===== src/sv/fdbm_pkg.sv =====
// ----------------------------------------------------------------------------
// fdbm_pkg
// Shared types, codes, constants and the sine lookup of the FSK burst
// modulator.
// ----------------------------------------------------------------------------
package fdbm_pkg;

  localparam int DEF_MAX_BITS = 1024;

  localparam int PHASE_W  = 32;
  localparam int SPB_W    = 16;
  localparam int DAC_W    = 8;
  localparam int COUNT_W  = 11;
  localparam int CFG_IDX_W = 2;
  localparam int CFG_DATA_W = 32;

  localparam logic [DAC_W-1:0] DAC_MID = 8'd128;

  typedef enum logic [1:0] {
    OP_CLEAR = 2'd0,
    OP_PUSH  = 2'd1,
    OP_START = 2'd2,
    OP_TICK  = 2'd3
  } op_t;

  typedef enum logic [CFG_IDX_W-1:0] {
    REG_SPACE_STEP = 2'd0,
    REG_MARK_STEP  = 2'd1,
    REG_SPB        = 2'd2
  } reg_idx_t;

  typedef enum logic {
    ST_ACCEPT,
    ST_FETCH
  } state_t;

  // First quarter of the wave, floor(127.5 + 127.5*sin(pi*k/128)).
  localparam logic [7:0] QUARTER_WAVE [65] = '{
    8'd127, 8'd130, 8'd133, 8'd136, 8'd139, 8'd143, 8'd146, 8'd149,
    8'd152, 8'd155, 8'd158, 8'd161, 8'd164, 8'd167, 8'd170, 8'd173,
    8'd176, 8'd179, 8'd182, 8'd184, 8'd187, 8'd190, 8'd193, 8'd195,
    8'd198, 8'd200, 8'd203, 8'd205, 8'd208, 8'd210, 8'd213, 8'd215,
    8'd217, 8'd219, 8'd221, 8'd224, 8'd226, 8'd228, 8'd229, 8'd231,
    8'd233, 8'd235, 8'd236, 8'd238, 8'd239, 8'd241, 8'd242, 8'd244,
    8'd245, 8'd246, 8'd247, 8'd248, 8'd249, 8'd250, 8'd251, 8'd251,
    8'd252, 8'd253, 8'd253, 8'd254, 8'd254, 8'd254, 8'd254, 8'd254,
    8'd255
  };

  function automatic logic [DAC_W-1:0] sine_rom(input logic [7:0] idx);
    logic [7:0] j;
    logic [7:0] k;
    logic [7:0] v;
    j = {1'b0, idx[6:0]};
    k = (j <= 8'd64) ? j : (8'd128 - j);
    v = QUARTER_WAVE[k[6:0]];
    if (idx[7]) begin
      v = (k == 8'd64) ? 8'd0 : (8'd254 - v);
    end
    return v;
  endfunction

endpackage


===== src/sv/fdbm_item_if.sv =====
// ----------------------------------------------------------------------------
// fdbm_item_if
// Input channel of the FSK burst modulator: one command per request.
// ----------------------------------------------------------------------------
interface fdbm_item_if
  import fdbm_pkg::*;
  ();
  logic valid;
  logic ready;
  op_t  op;
  logic bit_value;

  modport source (output valid, output op, output bit_value, input ready);
  modport sink (input valid, input op, input bit_value, output ready);
endinterface


===== src/sv/fdbm_result_if.sv =====
// ----------------------------------------------------------------------------
// fdbm_result_if
// Output channel of the FSK burst modulator: one result per request.
// ----------------------------------------------------------------------------
interface fdbm_result_if
  import fdbm_pkg::*;
  ();
  logic               valid;
  logic               ready;
  logic [DAC_W-1:0]   dac_value;
  logic               transmitting;
  logic               burst_done;
  logic [COUNT_W-1:0] stored_bits;

  modport source (output valid, output dac_value, output transmitting,
                  output burst_done, output stored_bits, input ready);
  modport sink (input valid, input dac_value, input transmitting,
                input burst_done, input stored_bits, output ready);
endinterface


===== src/sv/fdbm_cfg_if.sv =====
// ----------------------------------------------------------------------------
// fdbm_cfg_if
// Register write channel of the FSK burst modulator.
// ----------------------------------------------------------------------------
interface fdbm_cfg_if
  import fdbm_pkg::*;
  ();
  logic                  valid;
  logic                  ready;
  logic [CFG_IDX_W-1:0]  index;
  logic [CFG_DATA_W-1:0] data;

  modport source (output valid, output index, output data, input ready);
  modport sink (input valid, input index, input data, output ready);
endinterface


===== src/sv/fsk_dds_burst_modulator.sv =====
// ----------------------------------------------------------------------------
// fsk_dds_burst_modulator
// Binary FSK burst generator on a direct digital synthesizer. Bits are
// collected in an on-chip store and played out as mark and space tones.
// ----------------------------------------------------------------------------
//
//   Channel   Direction  Carries
//   item      in         op, bit_value
//   result    out        dac_value, transmitting, burst_done, stored_bits
//   cfg       in         index, data (register writes, always ready)
//
// A start with bits in the store, and a tick that moves on to another bit,
// pass through ST_FETCH, where no request is taken: the bit store read is
// registered and the new phase step is loaded from its read data.
// The result register lets the next request in while the taker is free or
// draining it in the same cycle. Reset is synchronous; the bit store is not
// cleared and holds nothing meaningful until written.
// ----------------------------------------------------------------------------
module fsk_dds_burst_modulator
  import fdbm_pkg::*;
#(
  parameter int MAX_BITS = DEF_MAX_BITS
) (
  input  logic          clk,
  input  logic          rst,
  fdbm_item_if.sink     item,
  fdbm_result_if.source result,
  fdbm_cfg_if.sink      cfg
);

  localparam int AW = $clog2(MAX_BITS);
  localparam int CW = $clog2(MAX_BITS + 1);
  localparam logic [CW-1:0] MAX_COUNT = CW'(MAX_BITS);

  logic [PHASE_W-1:0] space_phase_step;
  logic [PHASE_W-1:0] mark_phase_step;
  logic [SPB_W-1:0]   samples_per_bit;

  logic               store [MAX_BITS];
  logic               rd_data;
  logic [AW-1:0]      rd_addr;
  logic               wr_en;

  state_t             state;
  state_t             state_next;

  logic [CW-1:0]      bit_total;
  logic [CW-1:0]      bit_total_next;
  logic [CW-1:0]      bit_position;
  logic [CW-1:0]      bit_position_next;
  logic [SPB_W-1:0]   sample_count;
  logic [SPB_W-1:0]   sample_count_next;
  logic [PHASE_W-1:0] phase;
  logic [PHASE_W-1:0] phase_next;
  logic [PHASE_W-1:0] phase_step;
  logic               active;
  logic               active_next;

  logic               accept;
  logic               fetch;
  logic               load_step;
  logic               done;
  logic [DAC_W-1:0]   dac;
  logic [SPB_W-1:0]   sc_inc;
  logic [CW-1:0]      pos_inc;

  assign accept    = item.valid && item.ready;
  assign cfg.ready = 1'b1;

  always_ff @(posedge clk) begin
    if (rst) begin
      space_phase_step <= '0;
      mark_phase_step  <= '0;
      samples_per_bit  <= SPB_W'(1);
    end else if (cfg.valid) begin
      unique case (cfg.index)
        REG_SPACE_STEP: space_phase_step <= cfg.data;
        REG_MARK_STEP:  mark_phase_step  <= cfg.data;
        REG_SPB:        samples_per_bit  <= cfg.data[SPB_W-1:0];
        default: ;
      endcase
    end
  end

  always_comb begin
    bit_total_next    = bit_total;
    bit_position_next = bit_position;
    sample_count_next = sample_count;
    phase_next        = phase;
    active_next       = active;
    wr_en             = 1'b0;
    fetch             = 1'b0;
    done              = 1'b0;
    dac               = DAC_MID;
    rd_addr           = '0;
    sc_inc            = sample_count + SPB_W'(1);
    pos_inc           = bit_position + CW'(1);
    if (accept) begin
      unique case (item.op)
        OP_CLEAR: begin
          if (!active) begin
            bit_total_next = '0;
          end
        end
        OP_PUSH: begin
          if (!active && bit_total < MAX_COUNT) begin
            wr_en          = 1'b1;
            bit_total_next = bit_total + CW'(1);
          end
        end
        OP_START: begin
          if (!active) begin
            bit_position_next = '0;
            sample_count_next = '0;
            phase_next        = '0;
            if (bit_total == '0) begin
              done = 1'b1;
            end else begin
              active_next = 1'b1;
              fetch       = 1'b1;
            end
          end
        end
        OP_TICK: begin
          if (active) begin
            dac        = sine_rom(phase[PHASE_W-1 -: 8]);
            phase_next = phase + phase_step;
            if (sc_inc >= samples_per_bit || samples_per_bit == '0) begin
              sample_count_next = '0;
              bit_position_next = pos_inc;
              if (pos_inc >= bit_total) begin
                active_next = 1'b0;
                done        = 1'b1;
              end else begin
                fetch   = 1'b1;
                rd_addr = pos_inc[AW-1:0];
              end
            end else begin
              sample_count_next = sc_inc;
            end
          end
        end
        default: ;
      endcase
    end
  end

  always_ff @(posedge clk) begin
    if (wr_en) begin
      store[bit_total[AW-1:0]] <= item.bit_value;
    end
    rd_data <= store[rd_addr];
  end

  always_comb begin
    state_next = state;
    unique case (state)
      ST_ACCEPT: begin
        if (accept && fetch) begin
          state_next = ST_FETCH;
        end
      end
      ST_FETCH: state_next = ST_ACCEPT;
      default:  state_next = ST_ACCEPT;
    endcase
  end

  always_comb begin
    item.ready = 1'b0;
    load_step  = 1'b0;
    unique case (state)
      ST_ACCEPT: item.ready = !result.valid || result.ready;
      ST_FETCH:  load_step  = 1'b1;
      default: ;
    endcase
  end

  always_ff @(posedge clk) begin
    if (rst) begin
      state        <= ST_ACCEPT;
      bit_total    <= '0;
      bit_position <= '0;
      sample_count <= '0;
      phase        <= '0;
      phase_step   <= '0;
      active       <= 1'b0;
      result.valid <= 1'b0;
    end else begin
      state        <= state_next;
      bit_total    <= bit_total_next;
      bit_position <= bit_position_next;
      sample_count <= sample_count_next;
      phase        <= phase_next;
      active       <= active_next;
      if (load_step) begin
        phase_step <= rd_data ? mark_phase_step : space_phase_step;
      end
      if (accept) begin
        result.valid <= 1'b1;
      end else if (result.ready) begin
        result.valid <= 1'b0;
      end
    end
  end

  always_ff @(posedge clk) begin
    if (accept) begin
      result.dac_value    <= dac;
      result.transmitting <= active_next;
      result.burst_done   <= done;
      result.stored_bits  <= COUNT_W'(bit_total_next);
    end
  end

endmodule

===== src/flat_wrapper.sv =====
// flat-port wrapper written by rule: the top's interface ports become plain ports
module fsk_dds_burst_modulator_flat import fdbm_pkg::*;
#(
  parameter int MAX_BITS = DEF_MAX_BITS
)
  (clk, rst, item_valid, item_op, item_bit_value, item_ready, result_valid, result_dac_value, result_transmitting, result_burst_done, result_stored_bits, result_ready, cfg_valid, cfg_index, cfg_data, cfg_ready);
  fdbm_item_if item_i ();
  fdbm_result_if result_i ();
  fdbm_cfg_if cfg_i ();
  input  logic clk;
  input  logic rst;
  input wire logic [$bits(item_i.valid)-1:0] item_valid;
  input wire logic [$bits(item_i.op)-1:0] item_op;
  input wire logic [$bits(item_i.bit_value)-1:0] item_bit_value;
  output wire logic [$bits(item_i.ready)-1:0] item_ready;
  output wire logic [$bits(result_i.valid)-1:0] result_valid;
  output wire logic [$bits(result_i.dac_value)-1:0] result_dac_value;
  output wire logic [$bits(result_i.transmitting)-1:0] result_transmitting;
  output wire logic [$bits(result_i.burst_done)-1:0] result_burst_done;
  output wire logic [$bits(result_i.stored_bits)-1:0] result_stored_bits;
  input wire logic [$bits(result_i.ready)-1:0] result_ready;
  input wire logic [$bits(cfg_i.valid)-1:0] cfg_valid;
  input wire logic [$bits(cfg_i.index)-1:0] cfg_index;
  input wire logic [$bits(cfg_i.data)-1:0] cfg_data;
  output wire logic [$bits(cfg_i.ready)-1:0] cfg_ready;
  assign item_i.valid = item_valid;
  assign item_i.op = item_op;
  assign item_i.bit_value = item_bit_value;
  assign item_ready = item_i.ready;
  assign result_valid = result_i.valid;
  assign result_dac_value = result_i.dac_value;
  assign result_transmitting = result_i.transmitting;
  assign result_burst_done = result_i.burst_done;
  assign result_stored_bits = result_i.stored_bits;
  assign result_i.ready = result_ready;
  assign cfg_i.valid = cfg_valid;
  assign cfg_i.index = cfg_index;
  assign cfg_i.data = cfg_data;
  assign cfg_ready = cfg_i.ready;
  fsk_dds_burst_modulator #(.MAX_BITS(MAX_BITS)) u_core (.clk(clk), .rst(rst), .item(item_i), .result(result_i), .cfg(cfg_i));
endmodule

===== config.mk =====
export PLATFORM = sky130hd
export DESIGN_NAME = fsk_dds_burst_modulator_flat
export DESIGN_NICKNAME = d
export VERILOG_FILES = /design/src/sv/fdbm_pkg.sv /design/src/sv/fdbm_item_if.sv /design/src/sv/fdbm_result_if.sv /design/src/sv/fdbm_cfg_if.sv /design/src/sv/fsk_dds_burst_modulator.sv /design/src/flat_wrapper.sv
export SDC_FILE = /design/constraint.sdc
export NUM_CORES = 2
export LEC_CHECK = 0
export BUFFER_PORTS_ARGS = -buffer_cell sky130_fd_sc_hd__buf_2
export CAP_MARGIN = 15
export CORE_MARGIN = 2
export CORE_UTILIZATION = 45
export CTS_BUF_LIST = sky130_fd_sc_hd__clkbuf_2
export DETAILED_ROUTE_END_ITERATION = 7
export PLACE_DENSITY_LB_ADDON = 0.12
export SKIP_CTS_REPAIR_TIMING = 1
export SYNTH_ARGS = -nofsm -noshare
export SYNTH_HDL_FRONTEND = slang
export SYNTH_SLANG_ARGS = --single-unit

===== constraint.sdc =====
create_clock -name clk -period 9.48 [get_ports clk]
set_input_delay 0.474 -clock clk [delete_from_list [all_inputs] [get_ports clk]]
set_output_delay 0.474 -clock clk [all_outputs]
set_load 0.02 [all_outputs]

==> metrics.txt <==
# TYPE chip_impl_metric gauge
chip_impl_info{name="layout.cells.most_common",value="sky130_fd_sc_hd__nor2_1"} 1
chip_impl_info{name="setup.worst_path.end_class",value="flip-flop"} 1
chip_impl_info{name="criticalPathCategory",value="reg -> reg"} 1
chip_impl_metric{name="grt_pass1_vias",unit=""} 42506
chip_impl_metric{name="postSynthCellCount",unit=""} 5361
chip_impl_metric{name="initial_core_util",unit="%"} 45.17
chip_impl_metric{name="setup_slack",unit="ns"} 2.607
chip_impl_metric{name="route.detailed.drc",unit=""} 0
chip_impl_metric{name="leakage",unit="nW"} 21.14
chip_impl_metric{name="fraction_of_final_layout_cells_with_drive_strength_greater_than_1",unit="%"} 14.76
chip_impl_metric{name="placeableCoreArea",unit="sq um"} 125100
chip_impl_metric{name="max_cap_violations",unit=""} 0
chip_impl_metric{name="critPathMaxFanout",unit=""} 43
chip_impl_metric{name="hold_ws",unit="ns"} -0.02032
chip_impl_info{name="synth.top_cells.by_area",value="sky130_fd_sc_hd__edfxtp_1, sky130_fd_sc_hd__nor2_1, sky130_fd_sc_hd__dfxtp_1, sky130_fd_sc_hd__nand2_1, sky130_fd_sc_hd__mux2i_1"} 1
chip_impl_metric{name="power-per-cell-area",unit="nW/um^2"} 159.2
chip_impl_metric{name="post-place-ws",unit="ns"} 2.675
chip_impl_metric{name="routability_cong",unit=""} 0.8945
chip_impl_metric{name="wl",unit="um"} 206900
chip_impl_info{name="grt_setup_unrepaired",value="no"} 1
chip_impl_info{name="layout_common_cells",value="sky130_fd_sc_hd__nor2_1, sky130_fd_sc_hd__edfxtp_1, sky130_fd_sc_hd__nand2_1"} 1
chip_impl_metric{name="layout.filler_cells",unit=""} 11688
chip_impl_metric{name="net_count_after_synthesis",unit=""} 5475
chip_impl_metric{name="cts_inserted_buffers",unit=""} 351
chip_impl_metric{name="globalRouteOverflowTotal",unit=""} 0
chip_impl_metric{name="detailed_route_vias_per_instance",unit=""} 6.145
chip_impl_metric{name="all_layer_global_routing_usage",unit="%"} 31.51
chip_impl_metric{name="timing.fmax",unit="MHz"} 145.5
chip_impl_metric{name="clk-insertion-delay-late",unit="ns"} 1.88
chip_impl_metric{name="yosysSeqAreaShare",unit="%"} 62.14
chip_impl_info{name="violations",value="negative hold slack"} 1
chip_impl_metric{name="ant_nets_after_route",unit=""} 0
chip_impl_metric{name="fp-row-count",unit=""} 130
chip_impl_metric{name="worst_ep_arrival_time",unit="ns"} 8.68
chip_impl_info{name="worst_r2r_startpoint",value="u_core.sample_count[0]"} 1
chip_impl_info{name="start_kind",value="flip-flop"} 1
chip_impl_metric{name="setup-tns-final",unit="ns"} 0
chip_impl_info{name="synth-main-ff-cell",value="sky130_fd_sc_hd__edfxtp_1"} 1
chip_impl_metric{name="timing.clock.skew",unit="ns"} 0.2182
chip_impl_metric{name="antenna_found_initial",unit=""} 10
chip_impl_metric{name="p_total",unit="mW"} 9.953
chip_impl_metric{name="synth_top_area_share",unit="%"} 55.55
chip_impl_metric{name="die_y",unit="um"} 358.3
chip_impl_metric{name="syn_to_final_growth",unit="%"} 10.65
chip_impl_metric{name="post_synth.cell_area_avg",unit="sq um"} 10.54
chip_impl_metric{name="h-tree-depth",unit=""} 5
chip_impl_metric{name="dp_hpwl",unit="um"} 108900
chip_impl_metric{name="fp.dieArea",unit="sq um"} 128400
chip_impl_metric{name="firstDrtPassIters",unit=""} 6
chip_impl_metric{name="drt_iter0_markers",unit=""} 6288
chip_impl_info{name="outcome",value="finished, violations left"} 1
chip_impl_metric{name="numClockSinks",unit=""} 1231
chip_impl_metric{name="final_net_count",unit=""} 5663
chip_impl_metric{name="yosys_register_bits",unit=""} 1231
chip_impl_metric{name="portBuffers",unit=""} 64
chip_impl_metric{name="vdd_drop_max",unit="mV"} 0.1451
chip_impl_metric{name="width_of_the_die",unit="um"} 358.3
chip_impl_metric{name="synth_area",unit="sq um"} 56490
chip_impl_metric{name="final_min_period_over_clock_period",unit="%"} 72.50
chip_impl_info{name="hold_path.class",value="in -> reg"} 1
chip_impl_metric{name="final.min_clock_period",unit="ns"} 6.873
chip_impl_info{name="timing.hold.worst.start",value="cfg_index[1]"} 1
chip_impl_metric{name="cts_buffer_depth",unit=""} 4
chip_impl_metric{name="setup_viol_count_final",unit=""} 0
chip_impl_metric{name="synth.lib_cells_used.distinct",unit=""} 85
chip_impl_info{name="clock_tree.root_cell",value="sky130_fd_sc_hd__clkbuf_2"} 1
chip_impl_metric{name="detail_route.wl_per_cell",unit="um"} 27.83
chip_impl_metric{name="worst-r2r-cell-count",unit=""} 23
chip_impl_info{name="cts_tree",value="built"} 1
chip_impl_info{name="timing.critical_path.from",value="u_core.sample_count[0]"} 1
chip_impl_metric{name="async_flop_share",unit="%"} 0
chip_impl_metric{name="first_pass_grt_wire_length",unit="um"} 292400
chip_impl_metric{name="clkSlewWorstSetupHoldPaths",unit="ns"} 0.10
chip_impl_metric{name="boundaryPins",unit=""} 66
chip_impl_metric{name="pin_count_of_the_biggest_net_entering_global_routing",unit=""} 272
chip_impl_metric{name="worstPathRequired",unit="ns"} 11.28
chip_impl_metric{name="num_vias",unit=""} 45694
chip_impl_metric{name="max_slew_margin",unit="%"} 8.353
chip_impl_metric{name="yosysWarningCount",unit=""} 0
chip_impl_metric{name="max_slew.worst_pin.slew",unit="ns"} 1.375
chip_impl_metric{name="number_of_flops_mapped_to_enable_cells_by_yosys",unit=""} 1045
chip_impl_info{name="post-synth-top-area-cell",value="sky130_fd_sc_hd__edfxtp_1"} 1
chip_impl_metric{name="hold_viol",unit=""} 1
chip_impl_metric{name="final_max_slew_viol_count",unit=""} 0
chip_impl_metric{name="hold_path_depth",unit=""} 5
sequential cells by signal, summed over array words and instances (netlist names), 8 cells and up:
| signal | count |
|---|---|
| u_core.space_phase_step | 32 |
| u_core.mark_phase_step | 32 |
| u_core.result.dac_value | 8 |
| u_core.result.stored_bits | 11 |
| u_core.store | 1024 |
| u_core.phase_step | 32 |
| u_core.bit_total | 11 |
| u_core.sample_count | 16 |
| u_core.bit_position | 11 |
| u_core.samples_per_bit | 16 |
| u_core.phase | 32 |
layer usage:
layer  track usage [%]  vias to the layer above  share of wire, %
li1                  -                    19745                 -
met1             42.82                    22724                40
met2             48.29                     2739                45
met3             7.751                      486                11
met4             13.19                        0               4.0
met5                 0                        -                 0
critical path: stages (launching register included):
cell and delay (ns):
sky130_fd_sc_hd__dfxtp_1 0.42, sky130_fd_sc_hd__nand3_1 0.14, sky130_fd_sc_hd__nor2_1 0.19, sky130_fd_sc_hd__and3_1 0.21, sky130_fd_sc_hd__and3_1 0.23, sky130_fd_sc_hd__and3_1 0.24, sky130_fd_sc_hd__and3_1 0.26, sky130_fd_sc_hd__xor2_1 0.19
sky130_fd_sc_hd__ha_1 0.27, sky130_fd_sc_hd__a21o_1 0.19, sky130_fd_sc_hd__a21o_1 0.17, sky130_fd_sc_hd__a21oi_1 0.23, sky130_fd_sc_hd__o21a_1 0.68, sky130_fd_sc_hd__buf_4 0.37, sky130_fd_sc_hd__or3_4 0.68, sky130_fd_sc_hd__buf_4 0.53
sky130_fd_sc_hd__o22ai_1 0.16, sky130_fd_sc_hd__a211oi_1 0.23, sky130_fd_sc_hd__a211oi_1 0.08, sky130_fd_sc_hd__or4_1 0.53, sky130_fd_sc_hd__nand2b_1 0.16, sky130_fd_sc_hd__a32oi_1 0.29, sky130_fd_sc_hd__a211oi_1 0.10, sky130_fd_sc_hd__o211ai_1 0.20
power breakdown:
group / total, mW / switching (mW) / internal [mW]
Sequential: 5.89 / 0.0112 / 5.87
Combinational: 0.272 / 0.197 / 0.0753
Clock: 3.79 / 2.30 / 1.50
Total: 9.95 / 2.51 / 7.45
layout make-up:
class / instances / area, sq um / share of cell area, %
multi-input cells: 3617 / 19560 / 31.28
clock inverters: 37 / 165.2 / 0.2642
well taps: 1650 / 2064 / 3.303
diodes: 14 / 35.03 / 0.05604
repair buffers: 298 / 2700 / 4.319
clock buffers: 539 / 2698 / 4.315
inverters: 50 / 187.7 / 0.3002
flip-flops and latches: 1231 / 35110 / 56.16
Yosys cell counts, drive strengths merged, types with 71 or more instances:
cell / number
buf: 154
o22ai: 71
edfxtp: 1045
clkbuf: 309
a211oi: 93
nor3: 84
o21ai: 105
nor2: 1271
a31oi: 101
nand3: 139
o221ai: 90
nand2: 710
mux2i: 127
ha: 71
a21oi: 239
dfxtp: 186
per-stage QoR:
stage	hold WS, ns	area, sq um	utilization [%]	std cells
detailed placement	0.4458	58250	46.57	6730
finish	-0.02032	62510	49.98	7436
floorplan	0.4356	56490	-	5361
global placement	0.4410	58160	46.50	6726
global route	0.001682	62490	49.96	7426
CTS	-1.274	61110	48.86	7306
kinds of logic (layout without fill, tap and decap cells):
family / after synthesis / after routing / share of synthesized area (%)
simple gates: 2375 / 2375 / 17.25
flops: 1231 / 1231 / 62.14
compound gates: 949 / 949 / 11.31
buf+inv: 513 / 924 / 3.834
mux: 160 / 160 / 2.928
fa+ha+maj: 72 / 72 / 1.608
xor+xnor: 60 / 60 / 0.9302
other cells: 1 / 15 / 0.006638
path summary, 6_finish.rpt:
check / endpoint / slack [ns]
worst max-delay path: u_core.rd_data / 2.61
worst min register to register: u_core.space_phase_step[31] / 0.46
worst max register to register: u_core.rd_data / 2.61
worst min-delay path: u_core.samples_per_bit[0] / -0.02
Note: power is estimated with default switching activity, not from simulation.
